<file path="src/design/stereo_convolution_reverb_defines.svh">
// assertion macros shared by the stereo convolution reverb rtl
// no dependencies; assumes the asserting module has aclk and aresetn
`ifndef STEREO_CONVOLUTION_REVERB_DEFINES_SVH
`define STEREO_CONVOLUTION_REVERB_DEFINES_SVH

`ifndef NO_ASSERTIONS

// property checked on every clock edge outside of reset
`define SCR_ASSERT(lbl, prop) \
    lbl: assert property (@(posedge aclk) disable iff (!aresetn) prop) \
        else $error("scr: assertion failed");

// property checked on every clock edge, reset included
`define SCR_ASSERT_ALWAYS(lbl, prop) \
    lbl: assert property (@(posedge aclk) prop) \
        else $error("scr: assertion failed");

`else

`define SCR_ASSERT(lbl, prop)
`define SCR_ASSERT_ALWAYS(lbl, prop)

`endif

`endif

</file>
<file path="src/design/scr_pkg.sv">
// shared constants, types and register codes of the stereo convolution reverb
// no dependencies
package scr_pkg;

    // impulse storage and history sizing
    localparam int MAX_TAPS   = 1024;
    localparam int TAP_AW     = $clog2(MAX_TAPS);
    localparam int HIST_DEPTH = 2 * MAX_TAPS;
    localparam int HIST_AW    = $clog2(HIST_DEPTH);
    localparam int EFF_LEN_W  = TAP_AW + 1;

    // field widths
    localparam int SAMPLE_W   = 24;
    localparam int GAIN_W     = 16;
    localparam int LEN_W      = 11;
    localparam int TAP_IDX_W  = 10;

    // input tdata layout, lowest field first
    localparam int OFF_LEFT   = 0;
    localparam int OFF_RIGHT  = OFF_LEFT + SAMPLE_W;
    localparam int OFF_IDX    = OFF_RIGHT + SAMPLE_W;
    localparam int OFF_TAP_L  = OFF_IDX + TAP_IDX_W;
    localparam int OFF_TAP_R  = OFF_TAP_L + SAMPLE_W;
    localparam int S_FIELDS_W = OFF_TAP_R + SAMPLE_W;
    localparam int S_TDATA_W  = ((S_FIELDS_W + 7) / 8) * 8;
    localparam int M_TDATA_W  = 2 * SAMPLE_W;

    // configuration port
    localparam int CFG_IDX_W  = 3;
    localparam int CFG_DATA_W = 16;

    // convolution accumulator, rounded from Q.46 to Q.23
    localparam int PROD_W     = 2 * SAMPLE_W;
    localparam int ACC_W      = PROD_W + TAP_AW;
    localparam int CONV_FRAC  = SAMPLE_W - 1;
    localparam int CONV_W     = ACC_W + 1 - CONV_FRAC;
    localparam logic [ACC_W:0] CONV_RND = (ACC_W + 1)'(1) << (CONV_FRAC - 1);

    // gain mix, rounded from Q.35 to Q.23
    localparam int MIX_FRAC   = GAIN_W - 4;
    localparam int MPROD_W    = GAIN_W + CONV_W;
    localparam int MIX_W      = MPROD_W + 2;
    localparam int MRND_W     = MIX_W + 1 - MIX_FRAC;
    localparam logic [MIX_W:0] MIX_RND = (MIX_W + 1)'(1) << (MIX_FRAC - 1);

    // register indexes
    typedef enum logic [CFG_IDX_W-1:0] {
        REG_IMPULSE_LEN  = 3'd0,
        REG_DRY_GAIN     = 3'd1,
        REG_WET_DIRECT_L = 3'd2,
        REG_WET_CROSS_L  = 3'd3,
        REG_WET_DIRECT_R = 3'd4,
        REG_WET_CROSS_R  = 3'd5
    } cfg_reg_t;

    // request kinds carried on tuser
    localparam logic FUNC_SAMPLE = 1'b0;
    localparam logic FUNC_LOAD   = 1'b1;

    typedef struct packed {
        logic signed [GAIN_W-1:0] dry;
        logic signed [GAIN_W-1:0] wet_direct_l;
        logic signed [GAIN_W-1:0] wet_cross_l;
        logic signed [GAIN_W-1:0] wet_direct_r;
        logic signed [GAIN_W-1:0] wet_cross_r;
    } gains_t;

    typedef struct packed {
        logic clear;
        logic valid;
    } mac_ctrl_t;

    typedef struct packed {
        logic busy;
        logic done;
    } mix_stat_t;

    typedef struct packed {
        logic signed [SAMPLE_W-1:0] left;
        logic signed [SAMPLE_W-1:0] right;
        logic                       clipped;
    } mix_res_t;

endpackage

</file>
<file path="src/design/scr_mac.sv">
// multiply-accumulate unit for the left and right convolutions, one multiplier per channel
// depends on scr_pkg
module scr_mac (
    input  logic                                aclk,
    input  logic                                aresetn,
    input  scr_pkg::mac_ctrl_t                  ctrl,
    input  logic signed [scr_pkg::SAMPLE_W-1:0] tap_l,
    input  logic signed [scr_pkg::SAMPLE_W-1:0] tap_r,
    input  logic signed [scr_pkg::SAMPLE_W-1:0] hist_l,
    input  logic signed [scr_pkg::SAMPLE_W-1:0] hist_r,
    output logic                                busy,
    output logic signed [scr_pkg::CONV_W-1:0]   conv_l,
    output logic signed [scr_pkg::CONV_W-1:0]   conv_r
);
    import scr_pkg::*;

    logic signed [PROD_W-1:0] prod_l_reg, prod_r_reg;
    logic                     prod_vld_reg;
    logic signed [ACC_W-1:0]  acc_l_reg, acc_r_reg;
    logic [ACC_W:0]           rnd_l, rnd_r;

    // product stage
    always_ff @(posedge aclk) begin
        if (!aresetn) begin
            prod_vld_reg <= 1'b0;
        end else begin
            prod_vld_reg <= ctrl.valid;
        end
        prod_l_reg <= tap_l * hist_l;
        prod_r_reg <= tap_r * hist_r;
    end

    // accumulate stage
    always_ff @(posedge aclk) begin
        if (ctrl.clear) begin
            acc_l_reg <= '0;
            acc_r_reg <= '0;
        end else if (prod_vld_reg) begin
            acc_l_reg <= acc_l_reg + {{(ACC_W-PROD_W){prod_l_reg[PROD_W-1]}}, prod_l_reg};
            acc_r_reg <= acc_r_reg + {{(ACC_W-PROD_W){prod_r_reg[PROD_W-1]}}, prod_r_reg};
        end
    end

    assign busy = prod_vld_reg;

    // round half up to q.23 by taking the floor of the upper bits
    assign rnd_l  = {acc_l_reg[ACC_W-1], acc_l_reg} + CONV_RND;
    assign rnd_r  = {acc_r_reg[ACC_W-1], acc_r_reg} + CONV_RND;
    assign conv_l = $signed(rnd_l[ACC_W:CONV_FRAC]);
    assign conv_r = $signed(rnd_r[ACC_W:CONV_FRAC]);

endmodule

</file>
<file path="config.mk">
export PLATFORM = sky130hd
export DESIGN_NAME = scr_mac
export DESIGN_NICKNAME = d
export VERILOG_FILES = /design/src/design/stereo_convolution_reverb_defines.svh /design/src/design/scr_pkg.sv /design/src/design/scr_mac.sv
export SDC_FILE = /design/constraint.sdc
export NUM_CORES = 2
export LEC_CHECK = 0
export ABC_AREA = 1
export BUFFER_PORTS_ARGS = -buffer_cell sky130_fd_sc_hd__buf_2
export CORE_MARGIN = 3
export CORE_UTILIZATION = 41
export DETAILED_ROUTE_END_ITERATION = 10
export PLACE_DENSITY = 0.63
export SYNTH_ARGS = -nofsm -noshare
export SYNTH_HDL_FRONTEND = slang
export SYNTH_SLANG_ARGS = --single-unit
export TNS_END_PERCENT = 5
</file>
<file path="constraint.sdc">
create_clock -name aclk -period 7.3 [get_ports aclk]
set_input_delay 1.095 -clock aclk [delete_from_list [all_inputs] [get_ports aclk]]
set_output_delay 1.095 -clock aclk [all_outputs]
set_load 0.03 [all_outputs]
</file>
==> metrics list <==
- The flow ran to the end, and the final reports show no timing, DRC or antenna violations.
- Synth Flop Type: dfxtp_1
* Highest cell delay on the worst timing path: between 0.5 and 0.6 ns
- After detailed placement, the total cell area comes to 0.0666 mm².
* Area growth syn-to-layout: 9.84%
* Post-CTS Setup Repair Bufs: 0
- Total number of placement rows: between 100 and 150
* Classification of the worst setup path: in2reg
- Hold repair after CTS inserted 0 buffers.
- Hold timing on the final database bottoms out at a slack of approximately 0.46 ns.
- Number of antenna violations at the first check in global routing: 3
- Arrival time of data at the critical path endpoint: around 7.4 ns
* Number of cells on the worst reg-to-reg path: 15
* Post-DP HPWL: between 150,000 and 200,000 µm
- After floorplanning, the core was sized to cover 0.148 mm².
- Number of CTS-inserted buffers: 27
* Overall die width: between 300 and 400 µm
- The library cell used most frequently in the layout, excluding fill and tap cells, is inv_1.
- Sink of the worst hold path: acc_l_reg[0]
* Final period demand of the worst path: approximately 7.0 ns
* Aggregate global-route resource usage: 0.248
- Count of flip-flops with a built-in enable after synthesis: 0
- Maximum clock skew at final layout: roughly 0.013 ns
- Hold_sp: acc_l_reg[0]
- In this run the tool buffered the top-level ports with 172 buffer cells.
- Max Root-Sink Buffers: 3
- In this run the worst path has a maximum fanout of 23.
- Entering global routing, the biggest net connects 60 pins.
- I/O pin cnt: roughly 170
- In this run the tightest slew margin relative to its limit is 0.349.
- Global-route wire length before repair: approximately 300,000 µm
* DR iter-0 viols: 3,660
- TritonCTS clock tree: done
* Sequential cell area fraction in the yosys report: 0.0694
- Routability-driven placement finished with a final weighted congestion of a little over 1.
- Number of distinct library cells after synthesis: between 40 and 50
- The number of global-route vias before repair came to ~56,000.
- The final count of hold timing violations was 0.
* Total iterations of the first detailed-routing run: 6
- After detailed routing, the number of vias per cell comes to 4.95.
- Highest clock frequency the design can meet: 143 MHz
- Of all flip-flops after synthesis, the portion carrying an async set or reset was 0.
* Yosys warns: 0
- Terminus of the critical flop-to-flop path: acc_r_reg[46]
- Worst Tran Pin Value: 0.977 ns
* Worst min-delay path category: reg2reg
* Post-route fraction of the period consumed by the critical path: 0.956
- In this run the number of H-tree levels came out at 1.
* Unrepaired setup endpoints after global routing: false
* Critical path's slowest cell: fa_1
- Clock-pin slew was measured on the worst setup and hold paths at about 0.060 ns.
* Number of vias in the routed layout: between 50,000 and 60,000
- For this run the aggregate overflow at the end of global routing stands at 0.
* Type of element capturing the critical path: register
- The clock net in this run drives a total of between 200 and 250 sinks.
- Total standard cell area after synthesis: about 0.06 mm²
* Cts repair resizes: 0
- Clock tree synthesis selected as its root buffer the cell clkbuf_16.
* Final Instance Count excl. Fillers: ~11,000
- Starting density of the core: 0.414
* Yosys reg bits: ~210
- The final layout contains routed wiring with a total length of about 190,000 µm.
- In the final layout, the share of cells above drive strength 1 is 0.0655.
- The average instance in the mapped netlist occupies between 7 and 8 µm².
- Measured on the finished design, the core utilization comes to 0.455.
- The finished cells cover slightly below 0.07 mm².
- After detailed routing, the average wire length per cell comes to about 17 µm.
- Counting every net in the synthesized netlist gives about 10,000.
- In the routed design, unresolved DRC markers number 0.
- After the last flow step, the layout net total stands at around 10,000.
- In the layout the commonest cells are inv_1, nand2_1, fa_1.
- Max-cap violations in this run came to 0.
* Die Outline Area: between 0.15 and 0.2 mm²
* Number of failing setup endpoints in the final timing report: 0
- In this run the vertical extent of the chip is between 300 and 400 µm.
- Worst path required time: 7.74 ns
* Startpoint kind of the worst setup timing path: input pin
- Cell count after synthesis: about 8,500
- The max-slew violation total from the final report was 0.
- Number of instances on the worst hold path: 2
- The detail route stage leaves a number of antenna-violating nets equal to 0.
* Filler Cell Count: ~15,000
- Reg-to-reg slack, setup: 4.25 ns
* Clock insertion delay at the later pin of the skew report: 0.57 ns
* R2R Path Start: acc_r_reg[0]
- Counting tap cells, the placed design contains a total of roughly 11,000 instances.
[critical path, delay by kind of cell]
kind                     cells  cell delay (ns)
adder cells (fa/ha/maj)      8             4.00
AND/OR/NAND/NOR              8             0.88
buffers and inverters        9             0.66
AO/OA/AOI/OAI                2             0.76
[metal layers]
layer | GRT usage | up-vias | part of all wire
met5 | 0 | - | 0.00011
met4 | 0.0617 | 4 | 0.027
met3 | 0.0223 | 261 | 0.062
met2 | 0.415 | 1690 | 0.47
met1 | 0.347 | 26300 | 0.44
li1 | - | 25100 | -
[worst max path at each step]
| stage | start | to | slack, ns | cells past startpoint |
|---|---|---|---|---|
| after floorplan | tap_l[23] | prod_l_reg[47] | 0.17 | 24 |
| after CTS | hist_l[0] | prod_l_reg[41] | 0.34 | 27 |
| final | hist_l[0] | prod_l_reg[41] | 0.32 | 27 |
| after detailed placement | hist_l[0] | prod_l_reg[41] | -0.26 | 27 |
| after global routing | hist_l[9] | prod_l_reg[41] | 0.03 | 27 |
| after global placement | hist_l[0] | prod_l_reg[41] | -0.21 | 27 |
[through the flow]
stage / worst slack [ns] / TNS [ns]
after detailed placement: -0.261 / -1.03
after CTS: 0.342 / 0
after global placement: -0.207 / -0.319
after floorplan: 0.165 / 0
final: 0.322 / 0
after global routing: 0.0288 / 0
[cell type report]
cell class                      instances  area [µm²]  area share
Inverter                             2409        9040       0.134
Tap cell                             2002        2500      0.0371
Sequential cell                       213        4270      0.0632
Clock buffer                           35         746      0.0110
Multi-Input combinational cell       5631       47300       0.701
Timing Repair Buffer                  479        3480      0.0516
Clock inverter                         12         173     0.00256
Antenna cell                            1        2.50   0.0000371
[cell families (layout without fill, tap and decap cells)]
group / count (synthesis) / in the layout / synth area share
flip-flops: 213 / 213 / 0.0694
AO/OA/AOI/OAI: 627 / 627 / 0.0555
other: 0 / 1 / 0
XOR/XNOR: 217 / 217 / 0.0309
AND/OR/NAND/NOR: 3187 / 3187 / 0.209
adder cells (fa/ha/maj): 1600 / 1600 / 0.474
buffers and inverters: 2639 / 2935 / 0.161
[cells in the mapped netlist (all sizes together), types with 3 or more instances]
library cell / number / share of area
ha: 384 / 0.078
a21boi: 8 / 0.0012
or2: 12 / 0.0012
xor2: 178 / 0.025
inv: 2409 / 0.15
nand3: 253 / 0.021
nor4: 31 / 0.0035
xnor2: 39 / 0.0056
o21bai: 53 / 0.0065
a31oi: 21 / 0.0021
buf: 5 / 0.00031
nor3: 45 / 0.0039
nand3b: 7 / 0.0011
a211oi: 3 / 0.00037
o21ai: 216 / 0.018
nand4: 55 / 0.0058
and2: 3 / 0.00031
nor2: 593 / 0.037
clkbuf: 225 / 0.014
o211ai: 4 / 0.00049
a21o: 15 / 0.0018
dfxtp: 213 / 0.069
nand2: 2180 / 0.13
and3: 4 / 0.00041
fa: 1216 / 0.40
a21oi: 301 / 0.025
Power is not shown: default switching activity piles up to over one toggle a cycle in this logic, so the estimate is an artifact.
