$ cat src/design/stereo_convolution_reverb_defines.svh
// assertion macros shared by the stereo convolution reverb rtl
// no dependencies; assumes the asserting module has aclk and aresetn
`ifndef STEREO_CONVOLUTION_REVERB_DEFINES_SVH
`define STEREO_CONVOLUTION_REVERB_DEFINES_SVH

`ifndef NO_ASSERTIONS

// property checked on every clock edge outside of reset
`define SCR_ASSERT(lbl, prop) \
    lbl: assert property (@(posedge aclk) disable iff (!aresetn) prop) \
        else $error("scr: assertion failed");

// property checked on every clock edge, reset included
`define SCR_ASSERT_ALWAYS(lbl, prop) \
    lbl: assert property (@(posedge aclk) prop) \
        else $error("scr: assertion failed");

`else

`define SCR_ASSERT(lbl, prop)
`define SCR_ASSERT_ALWAYS(lbl, prop)

`endif

`endif

$ cat src/design/scr_pkg.sv
// shared constants, types and register codes of the stereo convolution reverb
// no dependencies
package scr_pkg;

    // impulse storage and history sizing
    localparam int MAX_TAPS   = 1024;
    localparam int TAP_AW     = $clog2(MAX_TAPS);
    localparam int HIST_DEPTH = 2 * MAX_TAPS;
    localparam int HIST_AW    = $clog2(HIST_DEPTH);
    localparam int EFF_LEN_W  = TAP_AW + 1;

    // field widths
    localparam int SAMPLE_W   = 24;
    localparam int GAIN_W     = 16;
    localparam int LEN_W      = 11;
    localparam int TAP_IDX_W  = 10;

    // input tdata layout, lowest field first
    localparam int OFF_LEFT   = 0;
    localparam int OFF_RIGHT  = OFF_LEFT + SAMPLE_W;
    localparam int OFF_IDX    = OFF_RIGHT + SAMPLE_W;
    localparam int OFF_TAP_L  = OFF_IDX + TAP_IDX_W;
    localparam int OFF_TAP_R  = OFF_TAP_L + SAMPLE_W;
    localparam int S_FIELDS_W = OFF_TAP_R + SAMPLE_W;
    localparam int S_TDATA_W  = ((S_FIELDS_W + 7) / 8) * 8;
    localparam int M_TDATA_W  = 2 * SAMPLE_W;

    // configuration port
    localparam int CFG_IDX_W  = 3;
    localparam int CFG_DATA_W = 16;

    // convolution accumulator, rounded from Q.46 to Q.23
    localparam int PROD_W     = 2 * SAMPLE_W;
    localparam int ACC_W      = PROD_W + TAP_AW;
    localparam int CONV_FRAC  = SAMPLE_W - 1;
    localparam int CONV_W     = ACC_W + 1 - CONV_FRAC;
    localparam logic [ACC_W:0] CONV_RND = (ACC_W + 1)'(1) << (CONV_FRAC - 1);

    // gain mix, rounded from Q.35 to Q.23
    localparam int MIX_FRAC   = GAIN_W - 4;
    localparam int MPROD_W    = GAIN_W + CONV_W;
    localparam int MIX_W      = MPROD_W + 2;
    localparam int MRND_W     = MIX_W + 1 - MIX_FRAC;
    localparam logic [MIX_W:0] MIX_RND = (MIX_W + 1)'(1) << (MIX_FRAC - 1);

    // register indexes
    typedef enum logic [CFG_IDX_W-1:0] {
        REG_IMPULSE_LEN  = 3'd0,
        REG_DRY_GAIN     = 3'd1,
        REG_WET_DIRECT_L = 3'd2,
        REG_WET_CROSS_L  = 3'd3,
        REG_WET_DIRECT_R = 3'd4,
        REG_WET_CROSS_R  = 3'd5
    } cfg_reg_t;

    // request kinds carried on tuser
    localparam logic FUNC_SAMPLE = 1'b0;
    localparam logic FUNC_LOAD   = 1'b1;

    typedef struct packed {
        logic signed [GAIN_W-1:0] dry;
        logic signed [GAIN_W-1:0] wet_direct_l;
        logic signed [GAIN_W-1:0] wet_cross_l;
        logic signed [GAIN_W-1:0] wet_direct_r;
        logic signed [GAIN_W-1:0] wet_cross_r;
    } gains_t;

    typedef struct packed {
        logic clear;
        logic valid;
    } mac_ctrl_t;

    typedef struct packed {
        logic busy;
        logic done;
    } mix_stat_t;

    typedef struct packed {
        logic signed [SAMPLE_W-1:0] left;
        logic signed [SAMPLE_W-1:0] right;
        logic                       clipped;
    } mix_res_t;

endpackage

$ cat src/design/scr_mix.sv
// gain mixer: six gain products through one multiplier, then round and saturate
// depends on scr_pkg
module scr_mix (
    input  logic                                aclk,
    input  logic                                aresetn,
    input  logic                                start,
    input  scr_pkg::gains_t                     gains,
    input  logic signed [scr_pkg::CONV_W-1:0]   conv_l,
    input  logic signed [scr_pkg::CONV_W-1:0]   conv_r,
    input  logic signed [scr_pkg::SAMPLE_W-1:0] dry_l,
    input  logic signed [scr_pkg::SAMPLE_W-1:0] dry_r,
    output scr_pkg::mix_stat_t                  stat,
    output scr_pkg::mix_res_t                   res
);
    import scr_pkg::*;

    typedef enum logic [2:0] {
        STEP_DRY_L, STEP_WD_L, STEP_WC_L,
        STEP_DRY_R, STEP_WD_R, STEP_WC_R,
        STEP_ACC, STEP_DONE
    } step_t;

    step_t                     step_reg;
    logic                      busy_reg;
    logic signed [CONV_W-1:0]  cl_reg, cr_reg, dl_reg, dr_reg;
    logic signed [MPROD_W-1:0] prod_reg;
    logic                      prod_vld_reg, prod_left_reg;
    logic signed [MIX_W-1:0]   acc_l_reg, acc_r_reg;
    logic signed [GAIN_W-1:0]  gain_sel;
    logic signed [CONV_W-1:0]  op_sel;
    logic                      mul_en, mul_left;
    logic [MIX_W:0]            rnd_l, rnd_r;
    logic [MRND_W-1:0]         rv_l, rv_r;
    logic                      ovf_l, ovf_r;

    // operand select per step
    always_comb begin
        gain_sel = gains.dry;
        op_sel   = dl_reg;
        mul_en   = busy_reg;
        mul_left = 1'b1;
        case (step_reg)
            STEP_DRY_L: begin
                gain_sel = gains.dry;
                op_sel   = dl_reg;
            end
            STEP_WD_L: begin
                gain_sel = gains.wet_direct_l;
                op_sel   = cl_reg;
            end
            STEP_WC_L: begin
                gain_sel = gains.wet_cross_l;
                op_sel   = cr_reg;
            end
            STEP_DRY_R: begin
                gain_sel = gains.dry;
                op_sel   = dr_reg;
                mul_left = 1'b0;
            end
            STEP_WD_R: begin
                gain_sel = gains.wet_direct_r;
                op_sel   = cr_reg;
                mul_left = 1'b0;
            end
            STEP_WC_R: begin
                gain_sel = gains.wet_cross_r;
                op_sel   = cl_reg;
                mul_left = 1'b0;
            end
            default: begin
                mul_en = 1'b0;
            end
        endcase
    end

    // sequencer
    always_ff @(posedge aclk) begin
        if (!aresetn) begin
            busy_reg     <= 1'b0;
            step_reg     <= STEP_DRY_L;
            prod_vld_reg <= 1'b0;
        end else begin
            prod_vld_reg <= mul_en;
            if (start) begin
                busy_reg <= 1'b1;
                step_reg <= STEP_DRY_L;
            end else if (busy_reg) begin
                if (step_reg == STEP_DONE) begin
                    busy_reg <= 1'b0;
                end else begin
                    step_reg <= step_t'(step_reg + 3'd1);
                end
            end
        end
    end

    // operand capture, shared multiplier and accumulators
    always_ff @(posedge aclk) begin
        if (start) begin
            cl_reg    <= conv_l;
            cr_reg    <= conv_r;
            dl_reg    <= $signed({{(CONV_W-SAMPLE_W){dry_l[SAMPLE_W-1]}}, dry_l});
            dr_reg    <= $signed({{(CONV_W-SAMPLE_W){dry_r[SAMPLE_W-1]}}, dry_r});
            acc_l_reg <= '0;
            acc_r_reg <= '0;
        end else if (prod_vld_reg) begin
            if (prod_left_reg) begin
                acc_l_reg <= acc_l_reg + {{(MIX_W-MPROD_W){prod_reg[MPROD_W-1]}}, prod_reg};
            end else begin
                acc_r_reg <= acc_r_reg + {{(MIX_W-MPROD_W){prod_reg[MPROD_W-1]}}, prod_reg};
            end
        end
        prod_reg      <= gain_sel * op_sel;
        prod_left_reg <= mul_left;
    end

    // round half up to q.23 and saturate to 24 bits
    assign rnd_l = {acc_l_reg[MIX_W-1], acc_l_reg} + MIX_RND;
    assign rnd_r = {acc_r_reg[MIX_W-1], acc_r_reg} + MIX_RND;
    assign rv_l  = rnd_l[MIX_W:MIX_FRAC];
    assign rv_r  = rnd_r[MIX_W:MIX_FRAC];
    assign ovf_l = !((&rv_l[MRND_W-1:SAMPLE_W-1]) || !(|rv_l[MRND_W-1:SAMPLE_W-1]));
    assign ovf_r = !((&rv_r[MRND_W-1:SAMPLE_W-1]) || !(|rv_r[MRND_W-1:SAMPLE_W-1]));

    always_comb begin
        res.left  = $signed(rv_l[SAMPLE_W-1:0]);
        res.right = $signed(rv_r[SAMPLE_W-1:0]);
        if (ovf_l) begin
            res.left = $signed({rv_l[MRND_W-1], {(SAMPLE_W-1){!rv_l[MRND_W-1]}}});
        end
        if (ovf_r) begin
            res.right = $signed({rv_r[MRND_W-1], {(SAMPLE_W-1){!rv_r[MRND_W-1]}}});
        end
        res.clipped = ovf_l || ovf_r;
    end

    assign stat.busy = busy_reg;
    assign stat.done = busy_reg && (step_reg == STEP_DONE);

endmodule

$ cat config.mk
export PLATFORM = sky130hd
export DESIGN_NAME = scr_mix
export DESIGN_NICKNAME = d
export VERILOG_FILES = /design/src/design/stereo_convolution_reverb_defines.svh /design/src/design/scr_pkg.sv /design/src/design/scr_mix.sv
export SDC_FILE = /design/constraint.sdc
export NUM_CORES = 2
export LEC_CHECK = 0
export BUFFER_PORTS_ARGS = -buffer_cell sky130_fd_sc_hd__buf_2
export CORE_ASPECT_RATIO = 1.1
export CORE_MARGIN = 2
export CORE_UTILIZATION = 40
export CTS_CLUSTER_DIAMETER = 60
export DETAILED_ROUTE_END_ITERATION = 12
export GPL_ROUTABILITY_DRIVEN = 1
export PLACE_DENSITY_LB_ADDON = 0.3
export SLEW_MARGIN = 5
export SYNTH_ARGS = -nofsm -noshare
export SYNTH_HDL_FRONTEND = slang
export SYNTH_SLANG_ARGS = --single-unit
export TNS_END_PERCENT = 20
$ cat constraint.sdc
create_clock -name aclk -period 8.8 [get_ports aclk]
set_input_delay 1.76 -clock aclk [delete_from_list [all_inputs] [get_ports aclk]]
set_output_delay 1.76 -clock aclk [all_outputs]
set_load 0.05 [all_outputs]
==> results.cfg <==
[logic_synthesis]
synthesis.instances = 4382
avgSynthCellArea_um2 = 8.687
synth_mux_area_share_pct = 1.989
synth.top_cells.by_area = sky130_fd_sc_hd__fa_1 29%, sky130_fd_sc_hd__edfxtp_1 9.5%, sky130_fd_sc_hd__dfxtp_1 8.7%
synthFlopType = sky130_fd_sc_hd__dfxtp_1
post-synth-top-area-cell = sky130_fd_sc_hd__fa_1
synth_common_cells = 695 x sky130_fd_sc_hd__inv_1, 618 x sky130_fd_sc_hd__nand2_1, 544 x sky130_fd_sc_hd__fa_1, 339 x sky130_fd_sc_hd__nor2_1, 267 x sky130_fd_sc_hd__a21oi_1
synth.yosys.seq_area_share_pct = 18.20
yosysTopAreaCellShare_pct = 28.61
syn-cell-area_um2 = 38070
simple_gate_fraction_of_synth_area_pct = 16.34
post-synth-top-count-cell = sky130_fd_sc_hd__inv_1
synth_cell_types = 94
syn_nets = 5365
synth_async_sr_flop_share_pct = 0
ys_seq_elements = 286
main_combinational_cell_family_by_area_after_synthesis = adder cells
yosysWarningCount = 0
parity_gate_share_of_the_synthesized_area_counting_xor_and_xnor_cells_pct = 4.487
synth_compound_area_share_pct = 13.72
synth_fa_ha_area_share_pct = 36.37
synth-edff-count = 120

[clock_network]
tritoncts_num_sinks = 286
latest_clock_arrival_within_the_worst_skew_pair_ns = 0.57
clock_edge_transition_at_the_registers_on_the_reported_setup_and_hold_paths_ns = 0.06
cell_chosen_for_the_clock_root = sky130_fd_sc_hd__clkbuf_16
cts_hold_buf = 0
htree_levels = 2
cts_max_path_buffers = 3
cts_tree = built
tritoncts.num_buffers = 36

[place]
placement.io_buffers = 253
place.gp.congestion = 0.9267
placedInstanceArea_um2 = 41510
dp_hpwl_um = 89770
placed_cells = 5851

[route]
drtPass1Iterations = 6
drt_drc_violations_left = 0
number_of_vias_per_cell_after_detailed_routing = 5.295
detail-route-antenna-nets = 0
vias = 31331
routed_wire_length_per_instance_um = 18.50
final_routed_wirelength_across_all_metal_layers_um = 109500
drt_first_iter_violations = 2045

[run]
max_cap_violations = 0

[worst_setup_path]
cp_common_cell = sky130_fd_sc_hd__fa_1
timing.rr.start = step_reg[0]$_SDFFE_PP0P_
startpoint = step_reg[0]$_SDFFE_PP0P_
worst_path_dominant_cell_family = adder cells
worst_path_required_time_ns = 9.30
worst-path-max-fanout = 23
critPathArrivalTime_ns = 8.93
critical_path.max_stage_delay_ns = 0.54
setup.worst_path.start_class = flop
timing.setup.critical_path_class = reg -> reg
worst-path-buf-inv = 10
timing.critical_path.slowest_stage_cell = sky130_fd_sc_hd__fa_1
sort_of_element_at_the_end_of_the_critical_path = flop

[sta]
final_min_period_over_clock_period_pct = 95.70
finalHoldViolCount = 0
fin_clk_skew_ns = 0.01966
worst_slew_pin_slew_ns = 1.208
slew_viol_final = 0
final_setup_violation_count = 0
fmax_achieved_mhz = 118.7
worst_slew_margin_rel_pct = 19.45
post-route-min-period_ns = 8.422

[cells_and_area]
final_design_area_no_fill_um2 = 42770
area.growth.synth_to_final_pct = 12.37
antenna-diode-count = 0
drive_gt1_share_pct = 11.68
final_net_count = 5615
final-instance-count-excl-fill = 5917

[global_routing]
grt_antenna_before_repair = 0
overflow = 0
grt_max_degree = 71
vias_in_the_first_global_route = 32353
wire_length_of_the_first_global_routing_pass_um = 175100
grt_use_total_pct = 22.47

[floorplanning]
initial_utilization_pct = 40.41
die_area_um2 = 97650
die_height_um = 327.5
fp.coreArea_um2 = 94200
io_pins = 254
fp-row-count = 118
die_w_um = 298.1

[hold_path]
min_delay_worst_type = reg -> reg
worst_hold_startpoint = acc_r_reg[3]$_SDFFE_PP0P_

[status]
outcome = finished clean
tightest hold or removal path: cells and delay by family (launching register included):
kind	cells	cell delay [ns]
AOI/OAI and AO/OA	1	0.05
DFF	1	0.31
and+or+nand+nor	1	0.05
layout make-up:
| class | count | area (um^2) |
|---|---|---|
| Multi-Input combinational cell | 3207 | 27940 |
| Inverter | 697 | 2616 |
| Fill cell | 9304 | 51420 |
| Clock buffer | 44 | 950.9 |
| Timing Repair Buffer | 404 | 2546 |
| Clock inverter | 19 | 215.2 |
| Sequential cell | 286 | 6927 |
| Tap cell | 1260 | 1577 |
cells by family after synthesis:
group,after synthesis
mux,74
buf+inv,889
flops,286
simple gates,1368
compound gates,790
xor+xnor,195
fa+ha+maj,780
layout by cell type (no fill, tap or decap), types with 31 or more instances in the layout:
master                      netlist  layout
sky130_fd_sc_hd__inv_1          695     695
sky130_fd_sc_hd__nand2_1        618     617
sky130_fd_sc_hd__fa_1           544     544
sky130_fd_sc_hd__nor2_1         339     338
sky130_fd_sc_hd__a21oi_1        267     264
sky130_fd_sc_hd__buf_2            5     252
sky130_fd_sc_hd__ha_1           236     235
sky130_fd_sc_hd__dfxtp_1        166     166
sky130_fd_sc_hd__buf_4            1     140
sky130_fd_sc_hd__edfxtp_1       120     120
sky130_fd_sc_hd__xnor2_1        115     115
sky130_fd_sc_hd__o21ai_0        106     105
sky130_fd_sc_hd__nand3_1         97      97
sky130_fd_sc_hd__a21o_1          81      81
sky130_fd_sc_hd__xor2_1          80      80
sky130_fd_sc_hd__mux2i_1         61      54
sky130_fd_sc_hd__nand4_1         45      45
sky130_fd_sc_hd__nor3_1          43      43
sky130_fd_sc_hd__and2_1          40      40
sky130_fd_sc_hd__a22oi_1         39      39
sky130_fd_sc_hd__clkbuf_16        0      36
sky130_fd_sc_hd__a31oi_1         33      33
sky130_fd_sc_hd__nor2b_1         32      31
worst paths after layout:
check	endpoint	cells past startpoint	slack (ns)
max reg2reg	prod_reg[50]$_DFF_P_	32	0.38
min reg2reg	acc_r_reg[3]$_SDFFE_PP0P_	2	0.46
min	acc_r_reg[3]$_SDFFE_PP0P_	2	0.46
max	prod_reg[50]$_DFF_P_	32	0.38
layer usage:
layer / track usage [%] / part of all wire, % / up-vias / routed length, um
met3: 3.979 / 6.8 / 201 / 7420
met4: 6.369 / 3.1 / 0 / 3429
met2: 37.26 / 46 / 1071 / 50070
met5: 0 / 0 / - / 0
met1: 30.15 / 44 / 15188 / 48550
li1: - / - / 14871 / -
through the flow:
stage	worst slack [ns]	util [%]	TNS [ns]	hold WS, ns
4_1_cts	0.07042	45.30	0	0.4577
3_5_place_dp	-0.1294	44.06	-0.2838	0.4498
6_report	0.3781	45.41	0	0.4555
2_1_floorplan	0.3017	-	0	0.4323
3_3_place_gp	-0.07700	44.06	-0.1389	0.4427
5_1_grt	-0.02348	45.41	-0.02348	0.4784
what timing repair did:
item                                   CTS  global route
setup endpoints to repair                0            10
resized for setup                        0            22
buffers inserted                         0             3
endpoints found under the hold margin    0             0
Power is left out: the tool's default activity adds up to more than one toggle a clock period on the data nets, which glitch-free logic cannot reach.
